`src/hdl/hrp_pkg.sv`:
```
// ----------------------------------------------------------------------------
// hrp_pkg: shared types and constants for the hue rotation pixel block
// Pixel beat types, sideband structs carried down the pipeline, sector
// codes, register map and width helpers used by every module.
// ----------------------------------------------------------------------------
package hrp_pkg;

  // pixel and register widths
  localparam int PIX_W          = 8;
  localparam int PIX_MAX        = (2 ** PIX_W) - 1;
  localparam int HUE_FRAC_DEF   = 6;
  localparam int OFFSET_W       = 9;
  localparam int OFFSET_MAX     = (2 ** OFFSET_W) - 1;
  localparam logic [OFFSET_W-1:0] OFFSET_RESET = 9'd180;

  // hue geometry in whole degrees
  localparam int DEG_PER_SECTOR = 60;
  localparam int SECTORS        = 6;

  // register map
  localparam int CFG_ADDR_W = 3;
  localparam int CFG_DATA_W = 32;
  localparam logic [CFG_ADDR_W-3:0] REG_HUE_OFFSET = '0;

  // input and result beats
  typedef struct packed {
    logic [PIX_W-1:0] red_in;
    logic [PIX_W-1:0] green_in;
    logic [PIX_W-1:0] blue_in;
  } pix_in_t;

  typedef struct packed {
    logic [PIX_W-1:0] red_out;
    logic [PIX_W-1:0] green_out;
    logic [PIX_W-1:0] blue_out;
  } pix_out_t;

  // hue base picked by the minimum channel
  typedef enum logic [1:0] {
    HUE_BASE_0,
    HUE_BASE_120,
    HUE_BASE_240
  } hue_base_t;

  // 60 degree sectors of the rotated hue
  typedef enum logic [2:0] {
    SEC_R_Y,
    SEC_Y_G,
    SEC_G_C,
    SEC_C_B,
    SEC_B_M,
    SEC_M_R
  } sector_t;

  // sideband riding along the hue divider
  typedef struct packed {
    logic [PIX_W-1:0] min_val;
    logic [PIX_W-1:0] chroma;
    hue_base_t        base;
  } hue_side_t;

  // sideband for the pixel rebuild
  typedef struct packed {
    logic [PIX_W-1:0] min_val;
    logic [PIX_W-1:0] chroma;
    sector_t          sector;
  } x_side_t;

  // 60 degrees in hue units
  function automatic int sixty_of(input int frac);
    return DEG_PER_SECTOR << frac;
  endfunction

  // rotated hue before the modulo
  function automatic int hue_w_of(input int frac);
    return $clog2(SECTORS * sixty_of(frac) + (OFFSET_MAX << frac));
  endfunction

  // numerator of the hue division
  function automatic int num1_w_of(input int frac);
    return $clog2(2 * sixty_of(frac) * PIX_MAX + 1);
  endfunction

  // hue quotient, up to 120 degrees
  function automatic int quo1_w_of(input int frac);
    return $clog2(2 * sixty_of(frac) + 1);
  endfunction

  // sector weight, 0 to 60 degrees
  function automatic int m_w_of(input int frac);
    return $clog2(sixty_of(frac) + 1);
  endfunction

endpackage

```
`src/hdl/hrp_div_cell.sv`:
```
// ----------------------------------------------------------------------------
// hrp_div_cell: one quotient bit of a pipelined restoring divider
// Compares the running remainder with the divisor shifted to this cell's bit,
// subtracts when it fits and hands the beat to the next cell.
// ----------------------------------------------------------------------------
module hrp_div_cell #(
  parameter int NUM_W   = 8,
  parameter int DEN_W   = 8,
  parameter int QUO_W   = 8,
  parameter int SIDE_W  = 1,
  parameter int BIT_IDX = 0
) (
  input  logic              clk,
  input  logic              rst_n,
  input  logic              prv_valid,
  input  logic [NUM_W-1:0]  prv_rem,
  input  logic [DEN_W-1:0]  prv_den,
  input  logic [QUO_W-1:0]  prv_quo,
  input  logic [SIDE_W-1:0] prv_side,
  output logic              prv_free,
  output logic              nxt_valid,
  output logic [NUM_W-1:0]  nxt_rem,
  output logic [DEN_W-1:0]  nxt_den,
  output logic [QUO_W-1:0]  nxt_quo,
  output logic [SIDE_W-1:0] nxt_side,
  input  logic              nxt_free
);
  import hrp_pkg::*;

  localparam int CMP_W = NUM_W + DEN_W;

  logic              valid_r;
  logic [NUM_W-1:0]  rem_r;
  logic [DEN_W-1:0]  den_r;
  logic [QUO_W-1:0]  quo_r;
  logic [SIDE_W-1:0] side_r;
  logic [NUM_W-1:0]  rem_nxt;
  logic [QUO_W-1:0]  quo_nxt;
  logic [CMP_W-1:0]  step_w;
  logic [CMP_W-1:0]  rem_w;
  logic              load_w;

  // slot opens when empty or when the next cell takes our beat
  assign load_w   = !valid_r || nxt_free;
  assign prv_free = load_w;

  // trial subtract for this quotient bit
  always_comb begin
    step_w  = CMP_W'(prv_den) << BIT_IDX;
    rem_w   = CMP_W'(prv_rem);
    rem_nxt = prv_rem;
    quo_nxt = prv_quo;
    if (rem_w >= step_w) begin
      rem_nxt          = NUM_W'(rem_w - step_w);
      quo_nxt[BIT_IDX] = 1'b1;
    end
  end

  // beat valid
  always_ff @(posedge clk) begin
    if (!rst_n) begin
      valid_r <= 1'b0;
    end else if (load_w) begin
      valid_r <= prv_valid;
    end
  end

  // beat payload
  always_ff @(posedge clk) begin
    if (load_w) begin
      rem_r  <= rem_nxt;
      den_r  <= prv_den;
      quo_r  <= quo_nxt;
      side_r <= prv_side;
    end
  end

  assign nxt_valid = valid_r;
  assign nxt_rem   = rem_r;
  assign nxt_den   = den_r;
  assign nxt_quo   = quo_r;
  assign nxt_side  = side_r;

`ifndef SYNTHESIS
  // remainder must be below the divisor at this bit once the bit is settled
  a_rem_bound: assert property (@(posedge clk) disable iff (!rst_n)
    valid_r |-> (CMP_W'(rem_r) < (CMP_W'(den_r) << BIT_IDX)))
    else $error("divider cell remainder out of range");
`endif

endmodule

```
`src/hdl/hrp_div_chain.sv`:
```
// ----------------------------------------------------------------------------
// hrp_div_chain: row of divider cells, one per quotient bit
// Numerator enters as the first remainder; the quotient builds up MSB first
// while the sideband travels with its beat.
// ----------------------------------------------------------------------------
module hrp_div_chain #(
  parameter int NUM_W  = 8,
  parameter int DEN_W  = 8,
  parameter int QUO_W  = 8,
  parameter int SIDE_W = 1
) (
  input  logic              clk,
  input  logic              rst_n,
  input  logic              prv_valid,
  input  logic [NUM_W-1:0]  prv_num,
  input  logic [DEN_W-1:0]  prv_den,
  input  logic [SIDE_W-1:0] prv_side,
  output logic              prv_free,
  output logic              nxt_valid,
  output logic [QUO_W-1:0]  nxt_quo,
  output logic [SIDE_W-1:0] nxt_side,
  input  logic              nxt_free
);
  import hrp_pkg::*;

  logic              valid_c [QUO_W+1];
  logic              free_c  [QUO_W+1];
  logic [NUM_W-1:0]  rem_c   [QUO_W+1];
  logic [DEN_W-1:0]  den_c   [QUO_W+1];
  logic [QUO_W-1:0]  quo_c   [QUO_W+1];
  logic [SIDE_W-1:0] side_c  [QUO_W+1];

  // head of the row
  assign valid_c[0] = prv_valid;
  assign rem_c[0]   = prv_num;
  assign den_c[0]   = prv_den;
  assign quo_c[0]   = '0;
  assign side_c[0]  = prv_side;
  assign prv_free   = free_c[0];

  // one cell per quotient bit, most significant first
  for (genvar k = 0; k < QUO_W; k++) begin : g_cell
    hrp_div_cell #(
      .NUM_W   (NUM_W),
      .DEN_W   (DEN_W),
      .QUO_W   (QUO_W),
      .SIDE_W  (SIDE_W),
      .BIT_IDX (QUO_W - 1 - k)
    ) u_cell (
      .clk       (clk),
      .rst_n     (rst_n),
      .prv_valid (valid_c[k]),
      .prv_rem   (rem_c[k]),
      .prv_den   (den_c[k]),
      .prv_quo   (quo_c[k]),
      .prv_side  (side_c[k]),
      .prv_free  (free_c[k]),
      .nxt_valid (valid_c[k+1]),
      .nxt_rem   (rem_c[k+1]),
      .nxt_den   (den_c[k+1]),
      .nxt_quo   (quo_c[k+1]),
      .nxt_side  (side_c[k+1]),
      .nxt_free  (free_c[k+1])
    );
  end

  // tail of the row
  assign free_c[QUO_W] = nxt_free;
  assign nxt_valid     = valid_c[QUO_W];
  assign nxt_quo       = quo_c[QUO_W];
  assign nxt_side      = side_c[QUO_W];

endmodule

```
`src/hdl/hrp_front.sv`:
```
// ----------------------------------------------------------------------------
// hrp_front: max, min, chroma and hue numerator
// First stage picks the hue base from the minimum channel; second stage scales
// the numerator by 60 degrees in hue units for the divider.
// ----------------------------------------------------------------------------
module hrp_front #(
  parameter int HUE_FRAC_BITS = hrp_pkg::HUE_FRAC_DEF
) (
  input  logic                                          clk,
  input  logic                                          rst_n,
  input  logic                                          prv_valid,
  input  hrp_pkg::pix_in_t                              prv_pix,
  output logic                                          prv_free,
  output logic                                          nxt_valid,
  output logic [hrp_pkg::num1_w_of(HUE_FRAC_BITS)-1:0]  nxt_num,
  output logic [hrp_pkg::PIX_W-1:0]                     nxt_den,
  output hrp_pkg::hue_side_t                            nxt_side,
  input  logic                                          nxt_free
);
  import hrp_pkg::*;

  localparam int NUM_W = num1_w_of(HUE_FRAC_BITS);
  localparam logic [NUM_W-1:0] SIXTY_N = NUM_W'(sixty_of(HUE_FRAC_BITS));

  logic             a_valid_r;
  logic [PIX_W:0]   a_num_r;
  logic [PIX_W-1:0] a_den_r;
  hue_side_t        a_side_r;
  logic [PIX_W:0]   a_num_nxt;
  logic [PIX_W-1:0] a_den_nxt;
  hue_side_t        a_side_nxt;

  logic             b_valid_r;
  logic [NUM_W-1:0] b_num_r;
  logic [PIX_W-1:0] b_den_r;
  hue_side_t        b_side_r;

  logic             a_load_w;
  logic             b_load_w;
  logic [PIX_W-1:0] mx_w;
  logic [PIX_W-1:0] mn_w;
  logic [PIX_W-1:0] c_w;
  logic [PIX_W:0]   r_w;
  logic [PIX_W:0]   g_w;
  logic [PIX_W:0]   b_w;

  // stage handshake
  assign b_load_w = !b_valid_r || nxt_free;
  assign a_load_w = !a_valid_r || b_load_w;
  assign prv_free = a_load_w;

  // extremes, chroma and the sector's numerator
  always_comb begin
    r_w  = {1'b0, prv_pix.red_in};
    g_w  = {1'b0, prv_pix.green_in};
    b_w  = {1'b0, prv_pix.blue_in};
    mx_w = prv_pix.red_in;
    mn_w = prv_pix.red_in;
    if (prv_pix.green_in > mx_w) mx_w = prv_pix.green_in;
    if (prv_pix.blue_in > mx_w)  mx_w = prv_pix.blue_in;
    if (prv_pix.green_in < mn_w) mn_w = prv_pix.green_in;
    if (prv_pix.blue_in < mn_w)  mn_w = prv_pix.blue_in;
    c_w = mx_w - mn_w;

    a_side_nxt.min_val = mn_w;
    a_side_nxt.chroma  = c_w;
    a_den_nxt          = c_w;
    if (c_w == '0) begin
      // gray pixel: zero over one gives hue zero
      a_num_nxt       = '0;
      a_den_nxt       = PIX_W'(1);
      a_side_nxt.base = HUE_BASE_0;
    end else if (mn_w == prv_pix.blue_in) begin
      a_num_nxt       = g_w + {1'b0, c_w} - r_w;
      a_side_nxt.base = HUE_BASE_0;
    end else if (mn_w == prv_pix.red_in) begin
      a_num_nxt       = b_w + {1'b0, c_w} - g_w;
      a_side_nxt.base = HUE_BASE_120;
    end else begin
      a_num_nxt       = r_w + {1'b0, c_w} - b_w;
      a_side_nxt.base = HUE_BASE_240;
    end
  end

  // stage a valid
  always_ff @(posedge clk) begin
    if (!rst_n) begin
      a_valid_r <= 1'b0;
    end else if (a_load_w) begin
      a_valid_r <= prv_valid;
    end
  end

  // stage a payload
  always_ff @(posedge clk) begin
    if (a_load_w) begin
      a_num_r  <= a_num_nxt;
      a_den_r  <= a_den_nxt;
      a_side_r <= a_side_nxt;
    end
  end

  // stage b valid
  always_ff @(posedge clk) begin
    if (!rst_n) begin
      b_valid_r <= 1'b0;
    end else if (b_load_w) begin
      b_valid_r <= a_valid_r;
    end
  end

  // stage b payload: scale by 60 degrees
  always_ff @(posedge clk) begin
    if (b_load_w) begin
      b_num_r  <= SIXTY_N * NUM_W'(a_num_r);
      b_den_r  <= a_den_r;
      b_side_r <= a_side_r;
    end
  end

  assign nxt_valid = b_valid_r;
  assign nxt_num   = b_num_r;
  assign nxt_den   = b_den_r;
  assign nxt_side  = b_side_r;

endmodule

```
`src/hdl/hrp_rotate.sv`:
```
// ----------------------------------------------------------------------------
// hrp_rotate: hue offset, sector and x numerator
// Adds the base and the offset and wraps at 360 degrees, finds the sector and
// its weight, then multiplies the weight by chroma for the x term.
// ----------------------------------------------------------------------------
module hrp_rotate #(
  parameter int HUE_FRAC_BITS = hrp_pkg::HUE_FRAC_DEF
) (
  input  logic                                                          clk,
  input  logic                                                          rst_n,
  input  logic                                                          prv_valid,
  input  logic [hrp_pkg::quo1_w_of(HUE_FRAC_BITS)-1:0]                  prv_quo,
  input  hrp_pkg::hue_side_t                                            prv_side,
  input  logic [hrp_pkg::OFFSET_W-1:0]                                  hue_offset,
  output logic                                                          prv_free,
  output logic                                                          nxt_valid,
  output logic [hrp_pkg::PIX_W+hrp_pkg::m_w_of(HUE_FRAC_BITS)-1:0]      nxt_num,
  output hrp_pkg::x_side_t                                              nxt_side,
  input  logic                                                          nxt_free
);
  import hrp_pkg::*;

  localparam int SIXTY = sixty_of(HUE_FRAC_BITS);
  localparam int HUE_W = hue_w_of(HUE_FRAC_BITS);
  localparam int M_W   = m_w_of(HUE_FRAC_BITS);
  localparam int N2_W  = PIX_W + M_W;

  localparam logic [HUE_W-1:0] S1_H     = HUE_W'(SIXTY);
  localparam logic [HUE_W-1:0] S2_H     = HUE_W'(2 * SIXTY);
  localparam logic [HUE_W-1:0] S3_H     = HUE_W'(3 * SIXTY);
  localparam logic [HUE_W-1:0] S4_H     = HUE_W'(4 * SIXTY);
  localparam logic [HUE_W-1:0] S5_H     = HUE_W'(5 * SIXTY);
  localparam logic [HUE_W-1:0] TURN_H   = HUE_W'(SECTORS * SIXTY);
  localparam logic [HUE_W-1:0] TURN2_H  = HUE_W'(2 * SECTORS * SIXTY);
  localparam logic [M_W-1:0]   SIXTY_M  = M_W'(SIXTY);

  // stage h: wrapped hue
  logic             h_valid_r;
  logic [HUE_W-1:0] hm_r;
  logic [PIX_W-1:0] h_mn_r;
  logic [PIX_W-1:0] h_c_r;
  logic [HUE_W-1:0] hm_nxt;

  // stage s: sector and weight
  logic             s_valid_r;
  logic [M_W-1:0]   s_m_r;
  x_side_t          s_side_r;
  logic [M_W-1:0]   s_m_nxt;
  sector_t          sec_nxt;

  // stage p: chroma times weight
  logic             p_valid_r;
  logic [N2_W-1:0]  p_num_r;
  x_side_t          p_side_r;

  logic             h_load_w;
  logic             s_load_w;
  logic             p_load_w;
  logic [HUE_W-1:0] base_w;
  logic [HUE_W-1:0] sum_w;
  logic [HUE_W-1:0] t_w;
  logic [HUE_W-1:0] d_w;

  // stage handshake
  assign p_load_w = !p_valid_r || nxt_free;
  assign s_load_w = !s_valid_r || p_load_w;
  assign h_load_w = !h_valid_r || s_load_w;
  assign prv_free = h_load_w;

  // base plus quotient plus offset, wrapped into one turn
  always_comb begin
    unique case (prv_side.base)
      HUE_BASE_120: base_w = S2_H;
      HUE_BASE_240: base_w = S4_H;
      default:      base_w = '0;
    endcase
    sum_w = base_w + HUE_W'(prv_quo) + (HUE_W'(hue_offset) << HUE_FRAC_BITS);
    if (sum_w >= TURN2_H) begin
      hm_nxt = sum_w - TURN2_H;
    end else if (sum_w >= TURN_H) begin
      hm_nxt = sum_w - TURN_H;
    end else begin
      hm_nxt = sum_w;
    end
  end

  // sector, position within the 120 degree pair, weight
  always_comb begin
    if (hm_r >= S5_H) begin
      sec_nxt = SEC_M_R;
      t_w     = hm_r - S4_H;
    end else if (hm_r >= S4_H) begin
      sec_nxt = SEC_B_M;
      t_w     = hm_r - S4_H;
    end else if (hm_r >= S3_H) begin
      sec_nxt = SEC_C_B;
      t_w     = hm_r - S2_H;
    end else if (hm_r >= S2_H) begin
      sec_nxt = SEC_G_C;
      t_w     = hm_r - S2_H;
    end else if (hm_r >= S1_H) begin
      sec_nxt = SEC_Y_G;
      t_w     = hm_r;
    end else begin
      sec_nxt = SEC_R_Y;
      t_w     = hm_r;
    end
    d_w     = (t_w >= S1_H) ? (t_w - S1_H) : (S1_H - t_w);
    s_m_nxt = SIXTY_M - M_W'(d_w);
  end

  // stage h registers
  always_ff @(posedge clk) begin
    if (!rst_n) begin
      h_valid_r <= 1'b0;
    end else if (h_load_w) begin
      h_valid_r <= prv_valid;
    end
  end

  always_ff @(posedge clk) begin
    if (h_load_w) begin
      hm_r   <= hm_nxt;
      h_mn_r <= prv_side.min_val;
      h_c_r  <= prv_side.chroma;
    end
  end

  // stage s registers
  always_ff @(posedge clk) begin
    if (!rst_n) begin
      s_valid_r <= 1'b0;
    end else if (s_load_w) begin
      s_valid_r <= h_valid_r;
    end
  end

  always_ff @(posedge clk) begin
    if (s_load_w) begin
      s_m_r            <= s_m_nxt;
      s_side_r.min_val <= h_mn_r;
      s_side_r.chroma  <= h_c_r;
      s_side_r.sector  <= sec_nxt;
    end
  end

  // stage p registers
  always_ff @(posedge clk) begin
    if (!rst_n) begin
      p_valid_r <= 1'b0;
    end else if (p_load_w) begin
      p_valid_r <= s_valid_r;
    end
  end

  always_ff @(posedge clk) begin
    if (p_load_w) begin
      p_num_r  <= N2_W'(s_side_r.chroma) * N2_W'(s_m_r);
      p_side_r <= s_side_r;
    end
  end

  assign nxt_valid = p_valid_r;
  assign nxt_num   = p_num_r;
  assign nxt_side  = p_side_r;

`ifndef SYNTHESIS
  // wrapped hue stays inside one turn
  a_hue_wrapped: assert property (@(posedge clk) disable iff (!rst_n)
    h_valid_r |-> (hm_r < TURN_H))
    else $error("wrapped hue not below one turn");

  // sector weight never exceeds 60 degrees
  a_weight_bound: assert property (@(posedge clk) disable iff (!rst_n)
    s_valid_r |-> (s_m_r <= SIXTY_M))
    else $error("sector weight above 60 degrees");
`endif

endmodule

```
`src/hdl/hue_rotation_pixel.sv`:
```
// ----------------------------------------------------------------------------
// hue_rotation_pixel: rotates the hue of an 8-bit RGB pixel stream
// Takes one pixel per clock and returns one pixel per clock while the output
// is not stalled. Each result passes two front stages, one divider cell per bit
// of the hue quotient, three rotate stages and the output register, where the
// x term is found by a reciprocal multiply. The row of divider cells sets most
// of the latency; throughput is set by the per-stage handshake, so a stalled
// output lets new pixels fill any empty stages behind it. The hue offset in
// degrees lives at byte address 0 of the APB port and resets to 180; the user
// must write it only while the stream is idle, which the block itself does not
// enforce. There is no start-up sweep; pixels are taken right after reset.
// ----------------------------------------------------------------------------
module hue_rotation_pixel #(
  parameter int HUE_FRAC_BITS = hrp_pkg::HUE_FRAC_DEF
) (
  input  logic                            clk,
  input  logic                            rst_n,
  // pixel input
  input  logic                            in_valid,
  input  hrp_pkg::pix_in_t                in_data,
  output logic                            in_stall,
  // pixel output
  output logic                            out_valid,
  output hrp_pkg::pix_out_t               out_data,
  input  logic                            out_stall,
  // register port
  input  logic                            psel,
  input  logic                            penable,
  input  logic                            pwrite,
  input  logic [hrp_pkg::CFG_ADDR_W-1:0]  paddr,
  input  logic [hrp_pkg::CFG_DATA_W-1:0]  pwdata,
  output logic [hrp_pkg::CFG_DATA_W-1:0]  prdata,
  output logic                            pready
);
  import hrp_pkg::*;

  localparam int NUM1_W = num1_w_of(HUE_FRAC_BITS);
  localparam int QUO1_W = quo1_w_of(HUE_FRAC_BITS);
  localparam int M_W    = m_w_of(HUE_FRAC_BITS);
  localparam int NUM2_W = PIX_W + M_W;
  localparam int SIDE1_W = $bits(hue_side_t);

  // x = chroma * weight / (60 << frac): drop 4 << frac, then divide by 15
  // as a multiply by ceil(2^16 / 15), exact for values below 4681
  localparam int XN_W          = PIX_W + 4;
  localparam int XK_W          = 13;
  localparam int XP_W          = XN_W + XK_W;
  localparam int X_SHIFT       = HUE_FRAC_BITS + 2;
  localparam int X_RECIP_SHIFT = 16;
  localparam logic [XK_W-1:0] X_RECIP = XK_W'(4370);

  // configuration
  logic [OFFSET_W-1:0] hue_offset_r;
  logic                wr_en_w;
  logic                sel_offset_w;

  // front to hue divider
  logic                f_valid;
  logic [NUM1_W-1:0]   f_num;
  logic [PIX_W-1:0]    f_den;
  hue_side_t           f_side;
  logic                f_free;
  logic                front_free;

  // hue divider to rotate
  logic                q_valid;
  logic [QUO1_W-1:0]   q_quo;
  logic [SIDE1_W-1:0]  q_side;
  logic                q_free;

  // rotate to output
  logic                r_valid;
  logic [NUM2_W-1:0]   r_num;
  x_side_t             r_side;
  logic                r_free;

  // x term
  logic [XN_W-1:0]     x_n_w;
  logic [XP_W-1:0]     x_p_w;
  logic [PIX_W-1:0]    x_quo;

  // output register
  logic                out_valid_r;
  pix_out_t            out_data_r;
  pix_out_t            out_data_nxt;

  // register decode
  assign sel_offset_w = (paddr[CFG_ADDR_W-1:2] == REG_HUE_OFFSET);
  assign wr_en_w      = psel && penable && pwrite && sel_offset_w;
  assign pready       = 1'b1;
  assign prdata       = sel_offset_w ? CFG_DATA_W'(hue_offset_r) : '0;

  // hue offset register
  always_ff @(posedge clk) begin
    if (!rst_n) begin
      hue_offset_r <= OFFSET_RESET;
    end else if (wr_en_w) begin
      hue_offset_r <= pwdata[OFFSET_W-1:0];
    end
  end

  // extremes and hue numerator
  hrp_front #(
    .HUE_FRAC_BITS (HUE_FRAC_BITS)
  ) u_front (
    .clk       (clk),
    .rst_n     (rst_n),
    .prv_valid (in_valid),
    .prv_pix   (in_data),
    .prv_free  (front_free),
    .nxt_valid (f_valid),
    .nxt_num   (f_num),
    .nxt_den   (f_den),
    .nxt_side  (f_side),
    .nxt_free  (f_free)
  );

  assign in_stall = !front_free;

  // hue divider row
  hrp_div_chain #(
    .NUM_W  (NUM1_W),
    .DEN_W  (PIX_W),
    .QUO_W  (QUO1_W),
    .SIDE_W (SIDE1_W)
  ) u_hue_div (
    .clk       (clk),
    .rst_n     (rst_n),
    .prv_valid (f_valid),
    .prv_num   (f_num),
    .prv_den   (f_den),
    .prv_side  (f_side),
    .prv_free  (f_free),
    .nxt_valid (q_valid),
    .nxt_quo   (q_quo),
    .nxt_side  (q_side),
    .nxt_free  (q_free)
  );

  // offset, wrap, sector and x numerator
  hrp_rotate #(
    .HUE_FRAC_BITS (HUE_FRAC_BITS)
  ) u_rotate (
    .clk        (clk),
    .rst_n      (rst_n),
    .prv_valid  (q_valid),
    .prv_quo    (q_quo),
    .prv_side   (hue_side_t'(q_side)),
    .hue_offset (hue_offset_r),
    .prv_free   (q_free),
    .nxt_valid  (r_valid),
    .nxt_num    (r_num),
    .nxt_side   (r_side),
    .nxt_free   (r_free)
  );

  // x term, divided by 60 degrees through the reciprocal
  assign x_n_w = XN_W'(r_num >> X_SHIFT);
  assign x_p_w = XP_W'(x_n_w) * XP_W'(X_RECIP);
  assign x_quo = x_p_w[X_RECIP_SHIFT +: PIX_W];

  // rebuild the pixel from min, chroma and x
  always_comb begin
    out_data_nxt.red_out   = r_side.min_val;
    out_data_nxt.green_out = r_side.min_val;
    out_data_nxt.blue_out  = r_side.min_val;
    case (r_side.sector)
      SEC_R_Y: begin
        out_data_nxt.red_out   = r_side.min_val + r_side.chroma;
        out_data_nxt.green_out = r_side.min_val + x_quo;
      end
      SEC_Y_G: begin
        out_data_nxt.red_out   = r_side.min_val + x_quo;
        out_data_nxt.green_out = r_side.min_val + r_side.chroma;
      end
      SEC_G_C: begin
        out_data_nxt.green_out = r_side.min_val + r_side.chroma;
        out_data_nxt.blue_out  = r_side.min_val + x_quo;
      end
      SEC_C_B: begin
        out_data_nxt.green_out = r_side.min_val + x_quo;
        out_data_nxt.blue_out  = r_side.min_val + r_side.chroma;
      end
      SEC_B_M: begin
        out_data_nxt.red_out   = r_side.min_val + x_quo;
        out_data_nxt.blue_out  = r_side.min_val + r_side.chroma;
      end
      default: begin
        out_data_nxt.red_out   = r_side.min_val + r_side.chroma;
        out_data_nxt.blue_out  = r_side.min_val + x_quo;
      end
    endcase
  end

  // output register handshake
  assign r_free = !out_valid_r || !out_stall;

  always_ff @(posedge clk) begin
    if (!rst_n) begin
      out_valid_r <= 1'b0;
    end else if (r_free) begin
      out_valid_r <= r_valid;
    end
  end

  always_ff @(posedge clk) begin
    if (r_free) begin
      out_data_r <= out_data_nxt;
    end
  end

  assign out_valid = out_valid_r;
  assign out_data  = out_data_r;

`ifndef SYNTHESIS
  // input backs up only when every stage is full and the output is held
  a_stall_backed_up: assert property (@(posedge clk) disable iff (!rst_n)
    in_stall |-> (out_valid && out_stall))
    else $error("input stalled with room in the pipeline");

  // offset comes out of reset at 180 degrees
  a_offset_reset: assert property (@(posedge clk) disable iff (!rst_n)
    $rose(rst_n) |-> (hue_offset_r == OFFSET_RESET))
    else $error("hue offset not at reset value");

  // a register write lands in the offset
  a_offset_write: assert property (@(posedge clk) disable iff (!rst_n)
    wr_en_w |=> (hue_offset_r == $past(pwdata[OFFSET_W-1:0])))
    else $error("hue offset write lost");
`endif

endmodule

```
`config.mk`:
```
export PLATFORM = sky130hd
export DESIGN_NAME = hue_rotation_pixel
export DESIGN_NICKNAME = d
export VERILOG_FILES = /design/src/hdl/hrp_pkg.sv /design/src/hdl/hrp_div_cell.sv /design/src/hdl/hrp_div_chain.sv /design/src/hdl/hrp_front.sv /design/src/hdl/hrp_rotate.sv /design/src/hdl/hue_rotation_pixel.sv
export SDC_FILE = /design/constraint.sdc
export NUM_CORES = 2
export LEC_CHECK = 0
export ABC_AREA = 1
export BUFFER_PORTS_ARGS = -buffer_cell sky130_fd_sc_hd__buf_4
export CAP_MARGIN = 30
export CORE_MARGIN = 2
export CORE_UTILIZATION = 35
export CTS_CLUSTER_DIAMETER = 200
export DETAILED_ROUTE_END_ITERATION = 12
export GPL_TIMING_DRIVEN = 0
export SYNTH_ARGS = -nofsm -noshare
export SYNTH_HDL_FRONTEND = slang
export SYNTH_HIERARCHICAL = 1
export SYNTH_SLANG_ARGS = --single-unit
```
`constraint.sdc`:
```
create_clock -name clk -period 32.5 [get_ports clk]
set_input_delay 4.875 -clock clk [delete_from_list [all_inputs] [get_ports clk]]
set_output_delay 4.875 -clock clk [all_outputs]
set_load 0.02 [all_outputs]
```
==> results.py <==
metrics = {
    "clock_tree": {
        "cts_tree": "done",
        "numCtsBuffers": 99,
        "cts-hold-fix-buffers": 0,
        "clkSinkCount": 971,
        "h-tree-depth": 3,
        "post-cts-setup-buffers": 0,
        "postCtsResizedCells": 0,
        "cts_root_buf": "clkbuf_16",
        "clock_path_buffers": 3,
        "clkTransAtPathRegs_ns": 0.06,
        "clk_latency_ns": 0.70,
    },
    "finish": {
        "layout.nets": 6087,
        "diodes": 0,
        "nFillCells": 14900,
        "finalInstanceArea_um2": 61400,
        "drive_gt1_frac": 0.131,
        "areaGrowthSynthToFinish_pct": 12.8,
    },
    "grt": {
        "grt_util_all_layers": 0.135,
        "antenna_found_initial": 3,
        "grt_pass1_vias": 34300,
        "grt_max_degree": 63,
        "grt_overflow_total": 0,
        "grt_pass1_wl_um": 173000,
    },
    "setup_path": {
        "worstSetupStartpointType": "primary input",
        "worstPathMaxFanout": 62,
        "cp.arrival_ns": 16.89,
        "critical_path_required_ns": 27.62,
        "crit_top_cell": "inv_1",
        "critPathCaptureType": "output port",
        "critical_path_class": "primary input to output port",
        "r2r_setup_slack_ns": 19.74,
        "critPathMaxStageDelay_ns": 0.66,
        "critPathSlowestCell": "nand2_4",
    },
    "floorplan": {
        "core_um2": 154000,
        "fp-row-count": 144,
        "start_util": 0.353,
        "dieArea_um2": 159000,
        "die_y_um": 398,
        "die_w_um": 398,
        "io_pins": 125,
    },
    "synth": {
        "postSynthAreaPerCell_um2": 10.2,
        "syn_area_um2": 54500,
        "yosysWarnings": 6,
        "synthCells": 5349,
    },
    "sta": {
        "setup_ws_ns": 10.73,
        "drv_slew": 0,
        "max_slew_margin": 0.383,
        "period_share": 0.670,
        "timing.fmax_ghz": 0.0459,
        "finalHoldViolCount": 0,
        "finClkSkew_ns": 0.0296,
        "report.final.setup_viol": 0,
        "rsz0062_at_grt": "no",
        "worst_slew_pin_slew_ns": 0.922,
        "post-route-min-period_ns": 21.77,
    },
    "detailed_routing": {
        "vias": 34700,
        "drt-initial-drc-count": 1832,
        "dr.pass1.iters": 5,
        "route.final.wire_length_um": 106000,
        "post_drt_wl_per_cell_um": 13.8,
        "drcViolationCount": 0,
        "via_per_inst": 4.50,
        "ant_nets": 0,
    },
    "placement": {
        "hpwl_um": 83200,
        "dpl_cell_area_um2": 58000,
        "routabilityCongestion": 0.898,
        "dpl_worst_slack_ns": 10.07,
        "io_buffers": 74,
    },
    "outcome": {
        "status": "finished, final reports clean",
    },
    "worst_hold_path": {
        "hp-class": "flop to flop",
    },
    "flow_run": {
        "drv_cap": 0,
    },
}
## layer usage
metal	vias up	wire, µm	global-route usage
met3	189	3940	0.0198
met4	6	2860	0.0437
met1	16100	46300	0.167
met2	567	53000	0.241
li1	17800	-	-
met5	-	28	0
## through the flow
| stage | setup TNS, ns | cells | hold WS [ns] | util |
|---|---|---|---|---|
| floorplan | 0 | 5390 | 0.400 | - |
| global placement | -500.76 | 7508 | 0.400 | 0.374 |
| detailed placement | 0 | 7518 | 0.405 | 0.376 |
| CTS | 0 | 7701 | 0.393 | 0.398 |
| global route | 0 | 7701 | 0.401 | 0.398 |
| finish | 0 | 7701 | 0.397 | 0.398 |
## worst paths after layout
check	depth (start not counted)	to	start
hold / removal	0	u_hue_div/g_cell[4].u_cell/nxt_side[1]$_DFFE_PP_	u_hue_div/g_cell[3].u_cell/nxt_side[1]$_DFFE_PP_
hold reg to reg	0	u_hue_div/g_cell[4].u_cell/nxt_side[1]$_DFFE_PP_	u_hue_div/g_cell[3].u_cell/nxt_side[1]$_DFFE_PP_
setup reg to reg	34	u_front/nxt_den[5]$_DFFE_PP_	out_valid$_SDFFE_PN0P_
setup / recovery	38	in_stall	out_stall
## layout by cell type (no fill, tap or decap), drive strengths merged, types with 4 or more instances in the layout
master,n
nand4,72
a21boi,15
o21bai,12
nor3,23
conb,45
ha,320
xor2,108
o22ai,4
nand3,302
fa,126
o211ai,15
nor2,414
a211oi,4
xnor2,44
o221ai,7
dfxtp,28
inv,994
o21ai,130
and2,5
a21oi,180
a31oi,4
edfxtp,943
or2,24
bufinv,11
nand2,1432
clkinv,40
buf,145
nand3b,28
clkbuf,158
## sequential cells by signal (all words and copies together) (netlist names), 9 cells and up
register                           cells
u_hue_div/g_cell.u_cell/nxt_quo      169
u_hue_div/g_cell.u_cell/nxt_valid     13
u_rotate/hm_r                         16
u_hue_div/g_cell.u_cell/nxt_den       96
u_front/a_side_r                      18
u_rotate/nxt_num                      12
u_front/a_num_r                        9
u_hue_div/g_cell.u_cell/nxt_side     234
u_front/nxt_side                      18
hue_offset_r                           9
u_hue_div/g_cell.u_cell/nxt_rem      252
u_front/nxt_num                       13
out_data                              24
u_rotate/s_side_r                     19
u_rotate/nxt_side                     19
u_rotate/s_m_r                        12
## area by class of cell
type                            instances  area, µm²  area share
Sequential cell                       971      28900       0.470
Multi-Input combinational cell       3335      21400       0.348
Timing Repair Buffer                   84        793      0.0129
Clock buffer                          133       2750      0.0447
Clock inverter                         50        638      0.0104
Tap cell                             2044       2560      0.0416
Inverter                              998       3770      0.0614
Buffer                                 86        651      0.0106
## worst max-delay path: cells and delay by family
family	cells	cell delay, ns
and+or+nand+nor	18	8.99
buffers and inverters	20	2.88
Power is not shown: default switching activity piles up to over one toggle a cycle in this logic, so the estimate is an artifact.
